[config.mk]
export PLATFORM = sky130hd
export DESIGN_NAME = frame_rate_interval_regulator
export DESIGN_NICKNAME = d
export VERILOG_FILES = /design/src/hw/rtl/frir_pkg.sv /design/src/hw/rtl/frir_ram.sv /design/src/hw/rtl/frame_rate_interval_regulator.sv
export SDC_FILE = /design/constraint.sdc
export NUM_CORES = 2
export LEC_CHECK = 0
export BUFFER_PORTS_ARGS = -buffer_cell sky130_fd_sc_hd__buf_2
export CAP_MARGIN = 20
export CORE_MARGIN = 4
export CORE_UTILIZATION = 43
export DETAILED_ROUTE_END_ITERATION = 10
export GPL_ROUTABILITY_DRIVEN = 0
export PLACE_DENSITY = 0.69
export REMOVE_ABC_BUFFERS = 1
export SETUP_SLACK_MARGIN = 0.4
export SLEW_MARGIN = 20
export SYNTH_ARGS = -nofsm -noshare
export SYNTH_HDL_FRONTEND = slang
export SYNTH_SLANG_ARGS = --single-unit
[constraint.sdc]
create_clock -name clk -period 8.19 [get_ports clk]
set_input_delay 1.2285 -clock clk [delete_from_list [all_inputs] [get_ports clk]]
set_output_delay 1.2285 -clock clk [all_outputs]
set_load 0.01 [all_outputs]
[src/hw/rtl/frir_pkg.sv]
`timescale 1ns / 1ps
package frir_pkg;

  // Ring depth; the stamp RAM, pointer and fill count follow from it.
  localparam int WINDOW_DEPTH = 32;
  localparam int PTR_W        = (WINDOW_DEPTH > 1) ? $clog2(WINDOW_DEPTH) : 1;
  localparam int CNT_W        = $clog2(WINDOW_DEPTH + 1);

  localparam int TS_W       = 32;
  localparam int RATE_W     = 16;
  localparam int IV_W       = 10;
  localparam int TGT_W      = 7;
  localparam int GAIN_W     = 8;
  localparam int CFG_IDX_W  = 3;
  localparam int CFG_DATA_W = 10;
  localparam int OUT_W      = 32;

  // Rate numerator (count-1)*1000
  localparam int RNUM_W = $clog2((WINDOW_DEPTH - 1) * 1000 + 1);

  // Adjustment datapath widths
  localparam int MAG_W  = RATE_W;
  localparam int MAG10_W = MAG_W + 4;
  localparam int P1_W   = IV_W + MAG_W;
  localparam int IVT_W  = IV_W + TGT_W;
  localparam int P2_W   = P1_W + GAIN_W;
  localparam int NUM_W  = P2_W + 1;
  localparam int DEN_W  = TGT_W + 8;

  // Shared restoring divider
  localparam int DIV_W  = NUM_W;
  localparam int REM_W  = TS_W + 1;
  localparam int DCNT_W = $clog2(DIV_W + 1);

  // Register reset values
  localparam logic [TGT_W-1:0]  RST_TARGET   = TGT_W'(60);
  localparam logic              RST_ADAPTIVE = 1'b1;
  localparam logic [GAIN_W-1:0] RST_GAIN     = GAIN_W'(128);
  localparam logic [IV_W-1:0]   RST_MIN      = IV_W'(8);
  localparam logic [IV_W-1:0]   RST_MAX      = IV_W'(100);

  typedef enum logic [CFG_IDX_W-1:0] {
    CFG_TARGET   = 3'd0,
    CFG_ADAPTIVE = 3'd1,
    CFG_GAIN     = 3'd2,
    CFG_MIN      = 3'd3,
    CFG_MAX      = 3'd4
  } cfg_idx_t;

  typedef enum logic {
    OP_UPDATE = 1'b0,
    OP_CLEAR  = 1'b1
  } opcode_t;

  // 1000/target for every 7-bit target; a zero target counts as one
  typedef logic [IV_W-1:0] base_tab_t [2**TGT_W];

  function automatic base_tab_t build_base_tab();
    base_tab_t tab;
    int        quot;
    int        rest;
    for (int i = 0; i < 2**TGT_W; i++) begin
      // long division of 1000 by i, one bit at a time
      quot = 0;
      rest = 0;
      for (int b = IV_W - 1; b >= 0; b--) begin
        rest = (rest << 1) | ((1000 >> b) & 1);
        quot = quot << 1;
        if (i != 0 && rest >= i) begin
          rest = rest - i;
          quot = quot | 1;
        end
      end
      tab[i] = (i == 0) ? IV_W'(1000) : IV_W'(quot);
    end
    return tab;
  endfunction

  localparam base_tab_t BASE_TAB = build_base_tab();

endpackage

[src/hw/rtl/frir_ram.sv]
`timescale 1ns / 1ps
module frir_ram #(
  parameter int WIDTH = 32,
  parameter int DEPTH = 32,
  localparam int AW   = (DEPTH > 1) ? $clog2(DEPTH) : 1
) (
  input  logic             clk,
  input  logic             wr_en,
  input  logic [AW-1:0]    wr_addr,
  input  logic [WIDTH-1:0] wr_data,
  input  logic             rd_en,
  input  logic [AW-1:0]    rd_addr,
  output logic [WIDTH-1:0] rd_data
);

  logic [WIDTH-1:0] mem [DEPTH];

  always_ff @(posedge clk) begin
    if (wr_en) begin
      mem[wr_addr] <= wr_data;
    end
    if (rd_en) begin
      rd_data <= mem[rd_addr];
    end
  end

endmodule

[src/hw/rtl/frame_rate_interval_regulator.sv]
`timescale 1ns / 1ps
// Steps: a clear goes straight to the result stage; an update with fewer than two stamps held
// passes the adjust step only; a full update may run read, rate division, saturate, adjust,
// multiply, numerator, interval division and clamp. One item at a time: the next transfer is
// taken once the result is loaded into the output register; both divisions share one
// bit-serial divider. Reset (rst, synchronous): registers to defaults, ring empty, rate 0,
// interval 1000/60 ms. The stamp RAM is not cleared; entries are read only once written.
module frame_rate_interval_regulator
  import frir_pkg::*;
(
  input  logic                  clk,
  input  logic                  rst,
  input  logic                  s_axis_tvalid,
  output logic                  s_axis_tready,
  input  logic [TS_W-1:0]       s_axis_tdata,   // [31:0] timestamp_ms
  input  logic                  s_axis_tuser,   // [0] opcode
  output logic                  m_axis_tvalid,
  input  logic                  m_axis_tready,
  output logic [OUT_W-1:0]      m_axis_tdata,   // [15:0] measured_rate, [25:16] interval_ms,
                                                // [26] rate_valid, [27] interval_adjusted
  input  logic                  cfg_valid,
  output logic                  cfg_ready,
  input  logic [CFG_IDX_W-1:0]  cfg_index,
  input  logic [CFG_DATA_W-1:0] cfg_data
);

  typedef enum logic [9:0] {
    ST_IDLE  = 10'b00_0000_0001,
    ST_READ  = 10'b00_0000_0010,
    ST_RDIV  = 10'b00_0000_0100,
    ST_RSAT  = 10'b00_0000_1000,
    ST_ADJ   = 10'b00_0001_0000,
    ST_MUL2  = 10'b00_0010_0000,
    ST_NUM   = 10'b00_0100_0000,
    ST_IDIV  = 10'b00_1000_0000,
    ST_CLAMP = 10'b01_0000_0000,
    ST_DONE  = 10'b10_0000_0000
  } state_t;

  state_t state;

  // Configuration
  logic [TGT_W-1:0]  target_rate;
  logic              adaptive_enable;
  logic [GAIN_W-1:0] gain;
  logic [IV_W-1:0]   iv_min;
  logic [IV_W-1:0]   iv_max;

  // Window and results
  logic [PTR_W-1:0]  write_ptr;
  logic [CNT_W-1:0]  fill_count;
  logic [RATE_W-1:0] rate_reg;
  logic [IV_W-1:0]   interval_reg;
  logic [IV_W-1:0]   interval_before;
  logic [TS_W-1:0]   newest;

  // Divider and multiplier registers
  logic [REM_W-1:0]  rem;
  logic [DIV_W-1:0]  quo;
  logic [TS_W-1:0]   divisor;
  logic [DCNT_W-1:0] div_cnt;
  logic [P1_W-1:0]   p1;
  logic [IVT_W-1:0]  ivt;
  logic [P2_W-1:0]   p2;
  logic              num_neg;

  // Combinational
  logic              in_accept;
  logic              upd_accept;
  logic [TGT_W-1:0]  tgt_eff;
  logic [IV_W-1:0]   base_iv;
  logic [PTR_W-1:0]  wp_inc;
  logic [CNT_W-1:0]  fill_inc;
  logic [CNT_W:0]    old_sum;
  logic [PTR_W-1:0]  oldest_idx;
  logic [TS_W-1:0]   ram_rdata;
  logic [TS_W-1:0]   dur;
  logic [RNUM_W-1:0] rnum;
  logic              diff_neg;
  logic [MAG_W-1:0]  mag;
  logic [MAG10_W-1:0] mag10;
  logic              skip_adj;
  logic [NUM_W-1:0]  ivt_ext;
  logic [NUM_W-1:0]  p2_ext;
  logic [NUM_W-1:0]  num_mag;
  logic              num_sign;
  logic [DEN_W-1:0]  den;
  logic [REM_W-1:0]  rem_sh;
  logic              fits;
  logic [REM_W-1:0]  rem_next;
  logic [DIV_W-1:0]  quo_next;
  logic [IV_W-1:0]   clamp_hi;
  logic [IV_W-1:0]   clamp_res;

  assign s_axis_tready = (state == ST_IDLE);
  assign cfg_ready     = 1'b1;
  assign in_accept     = s_axis_tvalid && s_axis_tready;
  assign upd_accept    = in_accept && (opcode_t'(s_axis_tuser) == OP_UPDATE);

  assign tgt_eff = (target_rate == '0) ? TGT_W'(1) : target_rate;
  assign base_iv = BASE_TAB[tgt_eff];

  assign wp_inc   = (write_ptr == PTR_W'(WINDOW_DEPTH - 1)) ? '0 : write_ptr + 1'b1;
  assign fill_inc = (fill_count == CNT_W'(WINDOW_DEPTH)) ? fill_count : fill_count + 1'b1;

  // Oldest held stamp, from the pointer and count after this write
  always_comb begin
    if ((CNT_W+1)'(wp_inc) >= (CNT_W+1)'(fill_inc)) begin
      old_sum = (CNT_W+1)'(wp_inc) - (CNT_W+1)'(fill_inc);
    end else begin
      old_sum = (CNT_W+1)'(wp_inc) + (CNT_W+1)'(WINDOW_DEPTH) - (CNT_W+1)'(fill_inc);
    end
  end
  assign oldest_idx = old_sum[PTR_W-1:0];

  frir_ram #(
    .WIDTH (TS_W),
    .DEPTH (WINDOW_DEPTH)
  ) u_stamp_ram (
    .clk     (clk),
    .wr_en   (upd_accept),
    .wr_addr (write_ptr),
    .wr_data (s_axis_tdata),
    .rd_en   (upd_accept),
    .rd_addr (oldest_idx),
    .rd_data (ram_rdata)
  );

  assign dur  = newest - ram_rdata;
  assign rnum = RNUM_W'(({{(32-CNT_W){1'b0}}, fill_count} - 32'd1) * 32'd1000);

  // |target - rate| and the dead-band test
  always_comb begin
    diff_neg = rate_reg > RATE_W'(tgt_eff);
    mag      = diff_neg ? (rate_reg - RATE_W'(tgt_eff)) : (RATE_W'(tgt_eff) - rate_reg);
    mag10    = {1'b0, mag, 3'b000} + {3'b000, mag, 1'b0};
    skip_adj = (fill_count < CNT_W'(2)) || (rate_reg == '0) || (mag10 < MAG10_W'(tgt_eff));
  end

  // Signed numerator interval*256*target + interval*diff*gain as sign and magnitude
  always_comb begin
    ivt_ext = NUM_W'({ivt, 8'b0000_0000});
    p2_ext  = NUM_W'(p2);
    if (!diff_neg) begin
      num_mag  = ivt_ext + p2_ext;
      num_sign = 1'b0;
    end else if (p2_ext > ivt_ext) begin
      num_mag  = p2_ext - ivt_ext;
      num_sign = 1'b1;
    end else begin
      num_mag  = ivt_ext - p2_ext;
      num_sign = 1'b0;
    end
  end
  assign den = {tgt_eff, 8'b0000_0000};

  // One restoring step: a quotient bit a cycle
  always_comb begin
    rem_sh   = {rem[REM_W-2:0], quo[DIV_W-1]};
    fits     = rem_sh >= {1'b0, divisor};
    rem_next = fits ? (rem_sh - {1'b0, divisor}) : rem_sh;
    quo_next = {quo[DIV_W-2:0], fits};
  end

  // Upper bound first, then lower; a negative quotient lands on the lower bound
  always_comb begin
    clamp_hi = (quo > DIV_W'(iv_max)) ? iv_max : quo[IV_W-1:0];
    if (num_neg && (quo != '0)) begin
      clamp_res = iv_min;
    end else if (clamp_hi < iv_min) begin
      clamp_res = iv_min;
    end else begin
      clamp_res = clamp_hi;
    end
  end

  always_ff @(posedge clk) begin
    if (rst) begin
      target_rate     <= RST_TARGET;
      adaptive_enable <= RST_ADAPTIVE;
      gain            <= RST_GAIN;
      iv_min          <= RST_MIN;
      iv_max          <= RST_MAX;
    end else if (cfg_valid && cfg_ready) begin
      case (cfg_idx_t'(cfg_index))
        CFG_TARGET:   target_rate     <= cfg_data[TGT_W-1:0];
        CFG_ADAPTIVE: adaptive_enable <= cfg_data[0];
        CFG_GAIN:     gain            <= cfg_data[GAIN_W-1:0];
        CFG_MIN:      iv_min          <= cfg_data[IV_W-1:0];
        CFG_MAX:      iv_max          <= cfg_data[IV_W-1:0];
        default: ;
      endcase
    end
  end

  always_ff @(posedge clk) begin
    if (rst) begin
      state         <= ST_IDLE;
      write_ptr     <= '0;
      fill_count    <= '0;
      rate_reg      <= '0;
      interval_reg  <= BASE_TAB[RST_TARGET];
      m_axis_tvalid <= 1'b0;
    end else begin
      // in ST_DONE the output register is handled below
      if (m_axis_tvalid && m_axis_tready && (state != ST_DONE)) begin
        m_axis_tvalid <= 1'b0;
      end
      case (state)
        ST_IDLE: begin
          if (in_accept) begin
            interval_before <= interval_reg;
            if (opcode_t'(s_axis_tuser) == OP_CLEAR) begin
              fill_count   <= '0;
              write_ptr    <= '0;
              rate_reg     <= '0;
              interval_reg <= base_iv;
              state        <= ST_DONE;
            end else begin
              newest     <= s_axis_tdata;
              write_ptr  <= wp_inc;
              fill_count <= fill_inc;
              state      <= (fill_inc >= CNT_W'(2)) ? ST_READ : ST_ADJ;
            end
          end
        end
        ST_READ: begin
          // zero duration keeps the old rate
          if (dur == '0) begin
            state <= ST_ADJ;
          end else begin
            rem     <= '0;
            quo     <= {rnum, {(DIV_W-RNUM_W){1'b0}}};
            divisor <= dur;
            div_cnt <= DCNT_W'(RNUM_W);
            state   <= ST_RDIV;
          end
        end
        ST_RDIV: begin
          rem     <= rem_next;
          quo     <= quo_next;
          div_cnt <= div_cnt - 1'b1;
          if (div_cnt == DCNT_W'(1)) begin
            state <= ST_RSAT;
          end
        end
        ST_RSAT: begin
          rate_reg <= (|quo[DIV_W-1:RATE_W]) ? '1 : quo[RATE_W-1:0];
          state    <= ST_ADJ;
        end
        ST_ADJ: begin
          if (!adaptive_enable) begin
            interval_reg <= base_iv;
            state        <= ST_DONE;
          end else if (skip_adj) begin
            state <= ST_DONE;
          end else begin
            p1    <= P1_W'(interval_reg) * P1_W'(mag);
            ivt   <= IVT_W'(interval_reg) * IVT_W'(tgt_eff);
            state <= ST_MUL2;
          end
        end
        ST_MUL2: begin
          p2    <= P2_W'(p1) * P2_W'(gain);
          state <= ST_NUM;
        end
        ST_NUM: begin
          rem     <= '0;
          quo     <= num_mag;
          num_neg <= num_sign;
          divisor <= TS_W'(den);
          div_cnt <= DCNT_W'(DIV_W);
          state   <= ST_IDIV;
        end
        ST_IDIV: begin
          rem     <= rem_next;
          quo     <= quo_next;
          div_cnt <= div_cnt - 1'b1;
          if (div_cnt == DCNT_W'(1)) begin
            state <= ST_CLAMP;
          end
        end
        ST_CLAMP: begin
          interval_reg <= clamp_res;
          state        <= ST_DONE;
        end
        ST_DONE: begin
          // wait for the output register to be free
          if (!m_axis_tvalid || m_axis_tready) begin
            m_axis_tvalid <= 1'b1;
            m_axis_tdata  <= {4'b0000,
                              interval_reg != interval_before,
                              fill_count >= CNT_W'(2),
                              interval_reg,
                              rate_reg};
            state         <= ST_IDLE;
          end
        end
        default: state <= ST_IDLE;
      endcase
    end
  end

  a_fill_bound: assert property (@(posedge clk) disable iff (rst)
    fill_count <= CNT_W'(WINDOW_DEPTH))
    else $error("fill count beyond window depth");

  a_ptr_bound: assert property (@(posedge clk) disable iff (rst)
    write_ptr <= PTR_W'(WINDOW_DEPTH - 1))
    else $error("write pointer beyond window");

  a_div_count: assert property (@(posedge clk) disable iff (rst)
    (state == ST_RDIV || state == ST_IDIV) |-> div_cnt != '0)
    else $error("divider running with zero step count");

  a_clear_empties: assert property (@(posedge clk) disable iff (rst)
    (in_accept && opcode_t'(s_axis_tuser) == OP_CLEAR)
      |=> (fill_count == '0 && write_ptr == '0 && rate_reg == '0))
    else $error("clear did not empty the window");

  a_done_holds: assert property (@(posedge clk) disable iff (rst)
    (state == ST_DONE && m_axis_tvalid && !m_axis_tready) |=> state == ST_DONE)
    else $error("result dropped while output stalled");

endmodule
==> out/metrics.yaml <==
ys_seq_area_share_pct: 53.1
tritoncts: "yes"
fin_nets: 6988
finalMaxSlewViolations: 0
route.detailed.drc: 0
rsz0062_at_grt: "true"
synth_top_area_cell: "edfxtp_1"
hold_path_class: "register to register"
tightest_slew_ps: 1070
reg_top3: "u_stamp_ram.mem (1024), quo (35), p2 (34)"
ys_types: 92
dp_hpwl_mm: 127
layout_common_cells: "1309 x edfxtp_1, 765 x nand2_1, 552 x inv_1"
crit_required_ps: 8700
outcome: "finished, final reports clean"
port_buffers: 80
cpMostUsedCell: "fa_1"
power_leakage_nw: 32.9
ff2ff_path_depth: 36
row_count: 155
drt_iter0_markers: 5618
gr-total-overflow: 0
r2r_start: "target_rate[4]$_SDFFE_PP1P_"
rr_endpoint: "p1[25]$_DFFE_PP_"
fin_worst_skew_ps: 56.0
ys_seq_elements: 1393
cp-end-kind: "register"
clk_latency_ps: 810
cts.clk_slew.worst_paths_ps: 60
dieWidth_um: 432
vdd_drop_max_v: 0.000247
cp_slowest_cell: "fa_1"
max_slew_margin_pct: 28.4
cp-start-kind: "register"
drv_cap: 0
grt_max_degree: 129
cts_buffer_depth: 3
final-hold-violation-count: 0
hp-start: "iv_max[4]$_SDFFE_PP0P_"
final-setup-viol-count: 0
arrival_ps: 8420
layout_min_cycle_time_ps: 7900
clockRootBuffer: "clkbuf_16"
startpoint: "target_rate[4]$_SDFFE_PP1P_"
drt_wl_total_mm: 201
reg2reg_slack_ps: 290
fin_crit_sh_pct: 96.5
viasPerCell: 5.76
ys_top_cells_by_area: "edfxtp_1 51%, fa_1 8.3%, mux4_2 7.5%, ha_1 5.8%, nand2_1 3.7%"
syn_area_per_cell_um2: 12.6
dieArea_um2: 186000
drtAntennaViolNets: 0
top_register: "u_stamp_ram.mem"
fmax_mhz: 127
boundaryPins: 86
synth-async-reset-ratio_pct: 0
start_util_pct: 43.2
grt_usage_pct: 21.4
area_growth_pct: 12.2
yosysTopAreaCellShare_pct: 51.0
final_area_um2: 86500
crit_path_end: "p1[25]$_DFFE_PP_"
wl_per_cell_um: 23.0
via_count: 50292
synth_edf_count: 1309
holdWs_ps: 464
cts_buffers: 139
dpl-instance-area_um2: 81100
core_area_um2: 178000
ys.flop_type: "edfxtp_1"
yosys_warnings: 0
synth_cells: 6120
die_y_um: 432
cp_max_fo: 7
drtPass1Iterations: 6
largest_reg_flops: 1024
power.density_nw_per_um2: 241
grt_pass1_vias: 49345
antenna_found_initial: 16
grt_pass1_wl_mm: 305
cts-htree-levels: 4
layout-drive-gt1-share_pct: 14.4
layout_commonest_cell: "edfxtp_1"
syn_area_um2: 77100
max_stage_delay_ps: 550
path_class: "register to register"
cts_sinks: 1393
## worst min path at each step
stage                                            end  slack, ps  cells after the start
after CTS                     iv_max[4]$_SDFFE_PP0P_        460                      2
after detailed placement      iv_max[1]$_SDFFE_PP0P_        450                      2
after global routing          iv_max[3]$_SDFFE_PP0P_        480                      2
after global placement        iv_max[1]$_SDFFE_PP0P_        450                      2
final                         iv_max[4]$_SDFFE_PP0P_        460                      2
after floorplan           m_axis_tdata[14]$_DFFE_PP_        430                      0
## logic make-up after synthesis
kind of cell             synth area share (%)
multiplexers                             7.92
flip-flops                               53.1
buffers and inverters                    4.16
AND/OR/NAND/NOR                          11.2
other                                 0.00974
adder cells (fa/ha/maj)                  14.2
AO/OA/AOI/OAI                            7.17
XOR/XNOR                                 2.29
## worst max-delay path, delay by kind of cell, from the launching register on
| family | cells | cell delay [ps] |
|---|---|---|
| XOR/XNOR | 2 | 340 |
| AO/OA/AOI/OAI | 12 | 1990 |
| adder cells (fa/ha/maj) | 8 | 3290 |
| flip-flops | 1 | 360 |
| AND/OR/NAND/NOR | 6 | 1030 |
| buffers and inverters | 8 | 630 |
## per-stage QoR
step           utilization, %  setup TNS [ps]  worst slack [ps]  power (W)  instances
3_3_place_gp             45.5           -24.4             -24.4     0.0142       8446
4_1_cts                  48.4               0               409     0.0209       8717
5_1_grt                  48.5               0              41.2     0.0219       8733
3_5_place_dp             45.5            -110              -110     0.0143       8446
2_1_floorplan               -         -174600             -4130     0.0134       5839
6_report                 48.5               0               286     0.0208       8736
## report_power, final
group	switching [W]	internal (W)	total, W
clock network	0.00282	0.00368	0.00650
logic	0.00350	0.00266	0.00616
registers	0.0000888	0.00809	0.00818
## area by class of cell
type	instances	area (um2)
Multi-Input combinational cell	3884	33800
Sequential cell	1393	41000
Antenna cell	11	27.5
Fill cell	15276	91900
Timing Repair Buffer	277	1990
Clock buffer	168	3670
Inverter	562	2110
Tap cell	2355	2950
Clock inverter	86	985
## repair_timing
item                       4_1_cts  5_1_grt
pin swaps                       68       43
setup buffers                   17        8
resized for setup               77       35
setup endpoints to repair        8        9
gates cloned                     0        0
hold buffers                     0        0
## routing by layer
layer	share of wire (%)	global-route usage [%]	vias to the layer above	wire, um
met2	47	33.8	2347	94100
met4	4.0	8.07	4	8150
met3	9.2	4.25	419	18500
met1	40	29.5	25312	80500
met5	0.017	0	-	34
li1	-	-	22210	-
## cell usage after synthesis, drive strengths merged, types with 31 or more instances
library cell,number
o21a,37
nor2,283
nor4,31
nand2,768
inv,559
edfxtp,1309
nor3,90
a21o,63
dfxtp,84
nand2b,34
ha,360
buf,53
mux4,256
xor2,64
nor2b,40
o21ai,215
nand3,206
a21oi,283
fa,320
clkbuf,231
xnor2,138
and2,231
Note: power is estimated with default switching activity, not from simulation.
